`config.mk`:
```
export PLATFORM = sky130hd
export DESIGN_NAME = rme_divider
export DESIGN_NICKNAME = d
export VERILOG_FILES = /design/src/design/rme_pkg.sv /design/src/design/rme_divider.sv
export SDC_FILE = /design/constraint.sdc
export NUM_CORES = 1
export LEC_CHECK = 0
export BUFFER_PORTS_ARGS = -buffer_cell sky130_fd_sc_hd__buf_2
export CAP_MARGIN = 20
export CORE_MARGIN = 1.5
export CORE_UTILIZATION = 55
export DETAILED_ROUTE_END_ITERATION = 8
export GPL_TIMING_DRIVEN = 0
export HOLD_SLACK_MARGIN = 0.05
export PLACE_DENSITY_LB_ADDON = 0.08
export SETUP_SLACK_MARGIN = 0.1
export SLEW_MARGIN = 0
export SYNTH_ARGS = -nofsm -noshare
export SYNTH_HDL_FRONTEND = slang
export SYNTH_SLANG_ARGS = --single-unit
```
`constraint.sdc`:
```
create_clock -name clock -period 2.6 [get_ports clock]
set_input_delay 0.13 -clock clock [delete_from_list [all_inputs] [get_ports clock]]
set_output_delay 0.13 -clock clock [all_outputs]
set_load 0.005 [all_outputs]
```
`src/design/rme_pkg.sv`:
```
// ----------------------------------------------------------------------------
// rme_pkg
// Shared constants, opcode names and request structures of the execute unit.
// ----------------------------------------------------------------------------
`timescale 1ns / 1ps
`default_nettype none

package rme_pkg;

   // Storage geometry
   localparam int REG_COUNT  = 256;
   localparam int REG_AW     = $clog2(REG_COUNT);
   localparam int MEM_DEPTH  = 65536;
   localparam int MEM_AW     = $clog2(MEM_DEPTH);
   localparam int WORD_W     = 16;

   // Register that holds the stack pointer right after reset
   localparam logic [REG_AW-1:0] RF_STACK_RESET = REG_AW'(254);
   localparam logic [WORD_W-1:0] STACK_INIT     = 16'hFFFF;

   // Instruction groups
   localparam logic [2:0] OP_ARITH = 3'd0;
   localparam logic [2:0] OP_MOVE  = 3'd1;
   localparam logic [2:0] OP_JUMP  = 3'd2;
   localparam logic [2:0] OP_CMP   = 3'd3;
   localparam logic [2:0] OP_MISC  = 3'd4;

   // Arithmetic operations
   localparam logic [4:0] A_ADD  = 5'd0;
   localparam logic [4:0] A_SUB  = 5'd1;
   localparam logic [4:0] A_MUL  = 5'd2;
   localparam logic [4:0] A_DIV  = 5'd3;
   localparam logic [4:0] A_REM  = 5'd4;
   localparam logic [4:0] A_SHL  = 5'd5;
   localparam logic [4:0] A_SHR  = 5'd6;
   localparam logic [4:0] A_AND  = 5'd7;
   localparam logic [4:0] A_OR   = 5'd8;
   localparam logic [4:0] A_NOT  = 5'd9;
   localparam logic [4:0] A_XOR  = 5'd10;
   localparam logic [4:0] A_ADDI = 5'd11;
   localparam logic [4:0] A_DIVI = 5'd14;
   localparam logic [4:0] A_REMI = 5'd15;
   localparam logic [4:0] A_SHLI = 5'd16;
   localparam logic [4:0] A_SHRI = 5'd17;
   localparam logic [4:0] A_LAST = 5'd17;

   // Move operations
   localparam logic [4:0] M_MOVE       = 5'd0;
   localparam logic [4:0] M_SWAP       = 5'd1;
   localparam logic [4:0] M_SWAP_RA    = 5'd2;
   localparam logic [4:0] M_SWAP_AA    = 5'd3;
   localparam logic [4:0] M_SWAP_RM    = 5'd4;
   localparam logic [4:0] M_SWAP_AM    = 5'd5;
   localparam logic [4:0] M_SET        = 5'd6;
   localparam logic [4:0] M_LOAD       = 5'd7;
   localparam logic [4:0] M_LOAD_MEM   = 5'd8;
   localparam logic [4:0] M_STORE      = 5'd9;
   localparam logic [4:0] M_STORE_ADDR = 5'd10;
   localparam logic [4:0] M_MEMCOPY    = 5'd11;
   localparam logic [4:0] M_MEMSET     = 5'd12;
   localparam logic [4:0] M_PUSH       = 5'd13;
   localparam logic [4:0] M_PUSH_IMM   = 5'd14;
   localparam logic [4:0] M_POP        = 5'd15;

   // Jump operations
   localparam logic [4:0] J_UNCOND = 5'd0;
   localparam logic [4:0] J_COND   = 5'd1;
   localparam logic [4:0] J_ITE    = 5'd2;

   // Compare operations
   localparam logic [4:0] C_EQ = 5'd0;
   localparam logic [4:0] C_NE = 5'd1;
   localparam logic [4:0] C_LT = 5'd2;
   localparam logic [4:0] C_GT = 5'd3;
   localparam logic [4:0] C_LE = 5'd4;
   localparam logic [4:0] C_GE = 5'd5;

   // Compare combine modes
   localparam logic [1:0] CB_SET = 2'd0;
   localparam logic [1:0] CB_AND = 2'd1;
   localparam logic [1:0] CB_OR  = 2'd2;
   localparam logic [1:0] CB_XOR = 2'd3;

   // Misc operations and system calls
   localparam logic [4:0] X_SYSCALL = 5'd0;
   localparam logic [2:0] SYS_TERM  = 3'd0;
   localparam logic [2:0] SYS_GETC  = 3'd1;
   localparam logic [2:0] SYS_PUTC  = 3'd2;

   // Error codes
   localparam logic [3:0] ERR_NONE    = 4'd0;
   localparam logic [3:0] ERR_GROUP   = 4'd1;
   localparam logic [3:0] ERR_ARITH   = 4'd2;
   localparam logic [3:0] ERR_MOVE    = 4'd3;
   localparam logic [3:0] ERR_JUMP    = 4'd4;
   localparam logic [3:0] ERR_CMP     = 4'd5;
   localparam logic [3:0] ERR_MISC    = 4'd7;
   localparam logic [3:0] ERR_SYSCALL = 4'd8;

   // Configuration register indexes
   localparam logic CSR_PRED  = 1'b0;
   localparam logic CSR_STACK = 1'b1;

   // Register file access for one cycle
   typedef struct packed {
      logic              re;
      logic [REG_AW-1:0] ra0;
      logic [REG_AW-1:0] ra1;
      logic              we;
      logic [REG_AW-1:0] wa;
      logic [WORD_W-1:0] wd;
   } rf_req_type;

   // Data and stack memory access for one cycle
   typedef struct packed {
      logic              d_re;
      logic              d_we;
      logic [MEM_AW-1:0] d_addr;
      logic [WORD_W-1:0] d_wdata;
      logic              s_re;
      logic              s_we;
      logic [MEM_AW-1:0] s_addr;
      logic [WORD_W-1:0] s_wdata;
   } mem_req_type;

endpackage

`default_nettype wire

```
`src/design/rme_divider.sv`:
```
// ----------------------------------------------------------------------------
// rme_divider
// Restoring 16-bit unsigned divider, one quotient bit per cycle.
// ----------------------------------------------------------------------------
`timescale 1ns / 1ps
`default_nettype none

module rme_divider (
   input  wire logic        clock,
   input  wire logic        reset,
   input  wire logic        start,
   input  wire logic [15:0] dividend,
   input  wire logic [15:0] divisor,
   output logic             busy,
   output logic [15:0]      quotient,
   output logic [15:0]      remainder
);
   import rme_pkg::*;

   logic [4:0]        cnt_ff;
   logic              busy_ff;
   logic [WORD_W-1:0] rem_ff, quo_ff, dvs_ff;
   logic [WORD_W:0]   trial;
   logic              fits;

   // Shift the next dividend bit into the partial remainder and try a subtract.
   // A zero divisor always fits, which yields all ones and the dividend back.
   assign trial = {rem_ff, quo_ff[WORD_W-1]};
   assign fits  = (trial >= {1'b0, dvs_ff});

   always_ff @(posedge clock) begin
      if (reset) begin
         busy_ff <= 1'b0;
         cnt_ff  <= '0;
      end else if (start) begin
         busy_ff <= 1'b1;
         cnt_ff  <= 5'(WORD_W);
      end else if (busy_ff) begin
         cnt_ff <= cnt_ff - 1'b1;
         if (cnt_ff == 5'd1) begin
            busy_ff <= 1'b0;
         end
      end
   end

   always_ff @(posedge clock) begin
      if (start) begin
         rem_ff <= '0;
         quo_ff <= dividend;
         dvs_ff <= divisor;
      end else if (busy_ff) begin
         rem_ff <= fits ? WORD_W'(trial - {1'b0, dvs_ff}) : trial[WORD_W-1:0];
         quo_ff <= {quo_ff[WORD_W-2:0], fits};
      end
   end

   assign busy      = busy_ff;
   assign quotient  = quo_ff;
   assign remainder = rem_ff;

endmodule

`default_nettype wire
```
==> impl_metrics.toml, run 1 <==
[grt]
grt_max_degree = 19
grt_pass1_vias = 2574
grt_pass1_wl_mm = 12.0
track_usage_pct = 24.7
antenna_found_initial = 0
overflow = 0

[hold_path]
hp-class = "in -> reg"
hold_start = "reset"

[die]
start_util_pct = 57.2
fp.dieW_um = 78.9
dieArea_um2 = 6230
core_um2 = 5540
num_rows = 27
io_pins = 68
die_y_um = 78.9

[drt]
ant_nets = 0
first_iter_violations = 182
firstDrtPassIters = 6
wl_per_cell_um = 15.6
vias = 2758
vias_per_cell = 5.75
post-route-drc-count = 0
wl_mm = 7.50

[synthesis]
synth-seq-cells = 54
yosys.area.top_type = "edfxtp_1"
synth.avg_cell_area_um2 = 10.0
synth-edff-count = 32
async_reset_ff_share_pct = 0
yosys_most_used_dff = "edfxtp_1"
yosysMostFrequentCell = "edfxtp_1"
synth_top_area_share_pct = 30.3
yosysSeqAreaShare_pct = 44.2
ys_top_cells_by_area = "edfxtp_1 (30%), dfxtp_1 (14%), ha_1 (7.1%), mux2_2 (5.3%), nor2_1 (3.2%)"
synth-warning-count = 0
yosysUniqueCellTypes = 57
synth_common_cells = "edfxtp_1 (32), nor2_1 (27), inv_1 (23)"
syn_nets = 370
syn_inst = 316
synth_area_um2 = 3170

[job]
drv_cap = 0

[timing]
tightest_slew_ns = 0.623
skew_ns = 0.00684
finalSetupViolCount = 0
fmax_ghz = 0.422
fin_crit_ns = 2.37
timing.max_slew.rel_slack_pct = 58.4
min_period_over_period_pct = 91.1
hold_viol = 0
fin_tns_setup_ns = 0
rsz0062_at_grt = "false"
drv_slew = 0

[worst_setup_path]
worstPathRequired_ns = 2.83
startpoint = "remainder[11]"
path_class = "reg -> reg"
crit_fanout = 10
slowest_stage = "ha_1"
critPathLaunchType = "flip-flop"
path_cells = "ha_1 > and2_4 > nand3_1 > o221ai_2 > a21bo_1 > buf_6 > o21ai_1 > a311oi_1"
crit_arrival_ns = 2.59
r2r_start = "remainder[11]"
cp-end-kind = "flip-flop"
slowest_delay_ns = 0.42

[final_layout]
nets = 461
finalNonFillerCells = 480
drive_gt1_share_pct = 28.2
area_growth_pct = 23.1
fillCellCount = 462
antennaDiodeCount = 0
fin_area_um2 = 3900

[cts]
clkTransAtPathRegs_ns = 0.11
cts.sinks = 54
tritoncts = "built"
cts_buffer_depth = 2
clockRootBuffer = "clkbuf_8"
cts_inserted_buffers = 5
clk_latency_ns = 0.32
cts_max_level = 2

[placed_design]
io_buffers = 67
place_inst = 455
gp_congestion = 0.886
dpl_cell_area_um2 = 3600
hpwlAfterDp_mm = 5.40

[pwr]
p_seq_share_pct = 45.0
power.density_nw_per_um2 = 597
ir_drop_mv = 0.299
leakagePower_nw = 1.70
internal-power_w = 0.00159
pwr-share-clk_pct = 26.0
p_switching_w = 0.000737
p_sw_share_pct = 31.6
p_comb_share_pct = 29.1

[run_status]
status = "complete, no violations"
==> routing by layer <==
layer	part of all wire (%)	wire, um	track usage [%]	vias up
met5	0	0	0	-
met2	46	3450	39.9	88
met3	5.0	374	4.71	11
met4	1.8	133	8.95	0
li1	-	-	-	1353
met1	47	3540	33.2	1306
==> timing repair <==
action                                 in CTS  in global routing
endpoints found under the hold margin      16                  0
hold buffers                               16                  0
setup endpoints to repair                   0                  7
gates resized for setup                     0                  5
setup buffers                               0                  1
==> critical path, delay by kind of cell (launching register included) <==
family / cells / cell delay (ns)
and+or+nand+nor: 2 / 0.30
adders and majority gates: 1 / 0.42
buffers and inverters: 1 / 0.20
AOI/OAI and AO/OA: 4 / 0.99
DFF: 1 / 0.38
==> cells by family (layout without fill, tap and decap cells) <==
logic type | count (synthesis) | after routing | synth area share (%)
compound gates | 86 | 86 | 19.8
xor+xnor | 12 | 12 | 3.31
fa+ha+maj | 19 | 19 | 7.73
buf+inv | 37 | 129 | 5.13
flops | 54 | 54 | 44.2
mux | 15 | 15 | 5.33
simple gates | 93 | 93 | 14.5
==> power by group through the flow <==
stage                     Combinational [W]  Sequential, W  Clock [W]
after floorplan                    0.000445        0.00106          0
after CTS                          0.000656        0.00105   0.000609
after detailed placement           0.000634        0.00107          0
after global placement             0.000617        0.00106          0
final                              0.000677        0.00105   0.000605
after global routing               0.000747        0.00106   0.000639
==> registers in the layout, summed over array words and instances, names as in the netlist <==
signal and flops:
dvs_ff 16, quotient 16, remainder 16, cnt_ff 5
busy 1
==> through the flow <==
step	util, %	hold slack [ns]	power [W]	worst slack (ns)
2_1_floorplan	-	0.202	0.00151	0.442
3_3_place_gp	64.9	0.306	0.00168	0.156
3_5_place_dp	64.9	0.308	0.00170	0.194
4_1_cts	69.9	0.0560	0.00231	0.136
5_1_grt	70.4	0.0519	0.00244	0.0818
6_report	70.4	0.0459	0.00233	0.232
==> final cells by class <==
class                   count  area [um^2]  share of cell area [%]
multi-input cells         225         1630                    41.7
flip-flops and latches     54         1400                    35.9
repair buffers             84          503                    12.9
well taps                  72         90.1                    2.31
inverters                  23         86.3                    2.21
plain buffers              14         76.3                    1.96
clock buffers               5         68.8                    1.76
clock inverters             3         48.8                    1.25
==> placed cells by master, fill, tap and decap left out, types with 5 or more instances in the layout <==
cell type | netlist | routed
a21oi_1 | 18 | 17
a311oi_1 | 10 | 10
buf_2 | 4 | 71
clkbuf_8 | 0 | 5
dfxtp_1 | 22 | 22
dlygate4sd3_1 | 0 | 16
edfxtp_1 | 32 | 32
ha_1 | 18 | 18
inv_1 | 23 | 23
mux2_2 | 15 | 15
nand2_1 | 17 | 17
nand2b_1 | 5 | 5
nand3_1 | 13 | 13
nor2_1 | 27 | 27
nor3_1 | 13 | 13
o21ai_0 | 15 | 15
xnor2_1 | 6 | 6
xor2_1 | 6 | 6
==> path summary, 6_finish.rpt <==
path	slack, ns	end	cells past startpoint
worst max-delay path	0.23	remainder[6]	8
worst min-delay path	0.05	cnt_ff[4]	2
worst max register to register	0.23	remainder[6]	8
worst min register to register	0.51	remainder[9]	2
(Power assumes the default switching activity.)
==> inputs of run 2 (changes only) <==
--- a/config.mk
+++ b/config.mk
@@ -8,7 +8,7 @@
 export BUFFER_PORTS_ARGS = -buffer_cell sky130_fd_sc_hd__buf_2
 export CAP_MARGIN = 20
 export CORE_MARGIN = 1.5
-export CORE_UTILIZATION = 55
+export CORE_UTILIZATION = 59
 export DETAILED_ROUTE_END_ITERATION = 8
 export GPL_TIMING_DRIVEN = 0
 export HOLD_SLACK_MARGIN = 0.05
==> constraint.sdc (replaced) <==
create_clock -name clock -period 3 [get_ports clock]
set_input_delay 0.15 -clock clock [delete_from_list [all_inputs] [get_ports clock]]
set_output_delay 0.15 -clock clock [all_outputs]
set_load 0.005 [all_outputs]
==> run 2 against run 1 <==
Effect of this change:
- wire length fell by 0.41%
- final cell count fell by 0.63%
- final area fell by 1.6%
- core utilization rose by 4.2 points
- critical endpoint is now remainder[14]
- first-iteration DRC count rose by 4.9%
- count of clock-buffer cells in the layout did not move
- highest routed layer unchanged
- register-to-register slack improved by 0.22 ns
- global-route usage rose by 1.6 points
- via count fell by 2.7%
- sequential share of layout area rose by 0.60 points
- clock power fell by 34%
==> impl_metrics.toml, run 2 (synthesis results as in run 1) <==
[timing]
drv_slew = 0
fin_tns_setup_ns = 0
fmax_ghz = 0.392
rsz0062_at_grt = "false"
skew_ns = 0.0122
min_period_over_period_pct = 85.0
timing.max_slew.rel_slack_pct = 59.2
fin_crit_ns = 2.55
finalSetupViolCount = 0
tightest_slew_ns = 0.612
holdWs_ns = 0.0784
hold_viol = 0

[die]
die_y_um = 76.3
dieArea_um2 = 5820
num_rows = 26
core_um2 = 5140
io_pins = 68
start_util_pct = 61.7
fp.dieW_um = 76.3

[worst_setup_path]
r2r_end = "remainder[14]"
crit_fanout = 5
path_class = "reg -> reg"
r2r_start = "quotient[15]"
reg2reg_slack_ns = 0.45
critPathLaunchType = "flip-flop"
worstPathRequired_ns = 3.20
rr_worst_depth = 9
startpoint = "quotient[15]"
crit_arrival_ns = 2.75
cp-end-kind = "flip-flop"

[cts]
cts.sinks = 54
clockRootBuffer = "clkbuf_8"
tritoncts = "built"
cts_setup_buffers = 0
cts_buffer_depth = 2
clk_latency_ns = 0.32
clkTransAtPathRegs_ns = 0.09
cts_inserted_buffers = 5
cts_max_level = 2

[drt]
wl_mm = 7.46
vias = 2684
wl_per_cell_um = 15.6
first_iter_violations = 191
firstDrtPassIters = 4
post-route-drc-count = 0
ant_nets = 0
vias_per_cell = 5.63

[grt]
track_usage_pct = 26.3
overflow = 0
grt_pass1_wl_mm = 12.0
grt_max_degree = 18
antenna_found_initial = 0
grt_pass1_vias = 2582

[final_layout]
finalNonFillerCells = 477
mostFrequentLayoutCells = "buf_2 (71), edfxtp_1 (32), nor2_1 (27), inv_1 (23), dfxtp_1 (22)"
drive_gt1_share_pct = 26.8
final_common_cell = "buf_2"
antennaDiodeCount = 0
area_growth_pct = 21.1
nets = 460

[hold_path]
hp-class = "in -> reg"
whs_path_depth = 2
hold_start = "reset"
min_to = "cnt_ff[4]"

[run_status]
status = "complete, no violations"

[pwr]
ir_drop_mv = 0.301
power.density_nw_per_um2 = 490
leakagePower_nw = 1.68

[placed_design]
place_inst = 453
hpwlAfterDp_mm = 5.36
io_buffers = 67
gp_congestion = 0.845

[job]
drv_cap = 0
==> run 2: cell type report <==
cell class / instances / area [um^2]
multi-input combinational: 225 / 1610
sequential: 54 / 1400
fill: 409 / 1300
timing repair buffer: 83 / 495
tap: 70 / 87.6
inverter: 23 / 86.3
buffer: 14 / 76.3
clock buffer: 5 / 68.8
clock inverter: 3 / 16.3
==> run 2: repair_timing <==
action	in CTS	in global routing
hold buffers	16	0
endpoints found under the hold margin	16	0
resized for setup	0	0
==> run 2: report_power, final <==
| part | leakage, nW | switching, W | total [W] | internal, W |
|---|---|---|---|---|
| Combinational | 1.14 | 0.000313 | 0.000570 | 0.000258 |
| Sequential | 0.499 | 0.0000485 | 0.000910 | 0.000862 |
| Clock | 0.0416 | 0.000239 | 0.000399 | 0.000160 |
==> run 2: worst max path at each step <==
| stage | end | slack [ns] | cells after the start |
|---|---|---|---|
| 2_1_floorplan | remainder[14] | 0.84 | 9 |
| 3_3_place_gp | remainder[14] | 0.56 | 9 |
| 3_5_place_dp | remainder[14] | 0.54 | 9 |
| 4_1_cts | remainder[14] | 0.47 | 9 |
| 5_1_grt | remainder[14] | 0.19 | 9 |
| 6_report | remainder[14] | 0.45 | 9 |
==> run 2: metal layers <==
metal / part of all wire, % / wire, um / GRT usage, % / vias to the layer above
met5: 0 / 0 / 0 / -
met4: 1.8 / 131 / 9.81 / 0
met3: 6.0 / 450 / 5.39 / 14
met2: 48 / 3620 / 42.8 / 76
met1: 44 / 3270 / 34.7 / 1244
li1: - / - / - / 1350
==> run 2: metrics by stage <==
| step | utilization (%) | power (W) | setup WS [ns] | instance area [um^2] |
|---|---|---|---|---|
| 3_3_place_gp | 69.9 | 0.00145 | 0.558 | 3590 |
| 6_report | 74.7 | 0.00188 | 0.450 | 3840 |
| 2_1_floorplan | - | 0.00130 | 0.842 | 3170 |
| 3_5_place_dp | 69.9 | 0.00147 | 0.536 | 3590 |
| 4_1_cts | 74.7 | 0.00188 | 0.469 | 3840 |
| 5_1_grt | 74.7 | 0.00199 | 0.188 | 3840 |
==> run 2: critical path, cell delays in order (launching register included) <==
cell	delay, ns
edfxtp_1	0.39
inv_1	0.07
ha_1	0.22
fa_1	0.41
nor2b_1	0.18
o31ai_1	0.14
a21oi_1	0.41
o2111a_1	0.22
a211oi_1	0.05
a2111oi_1	0.34
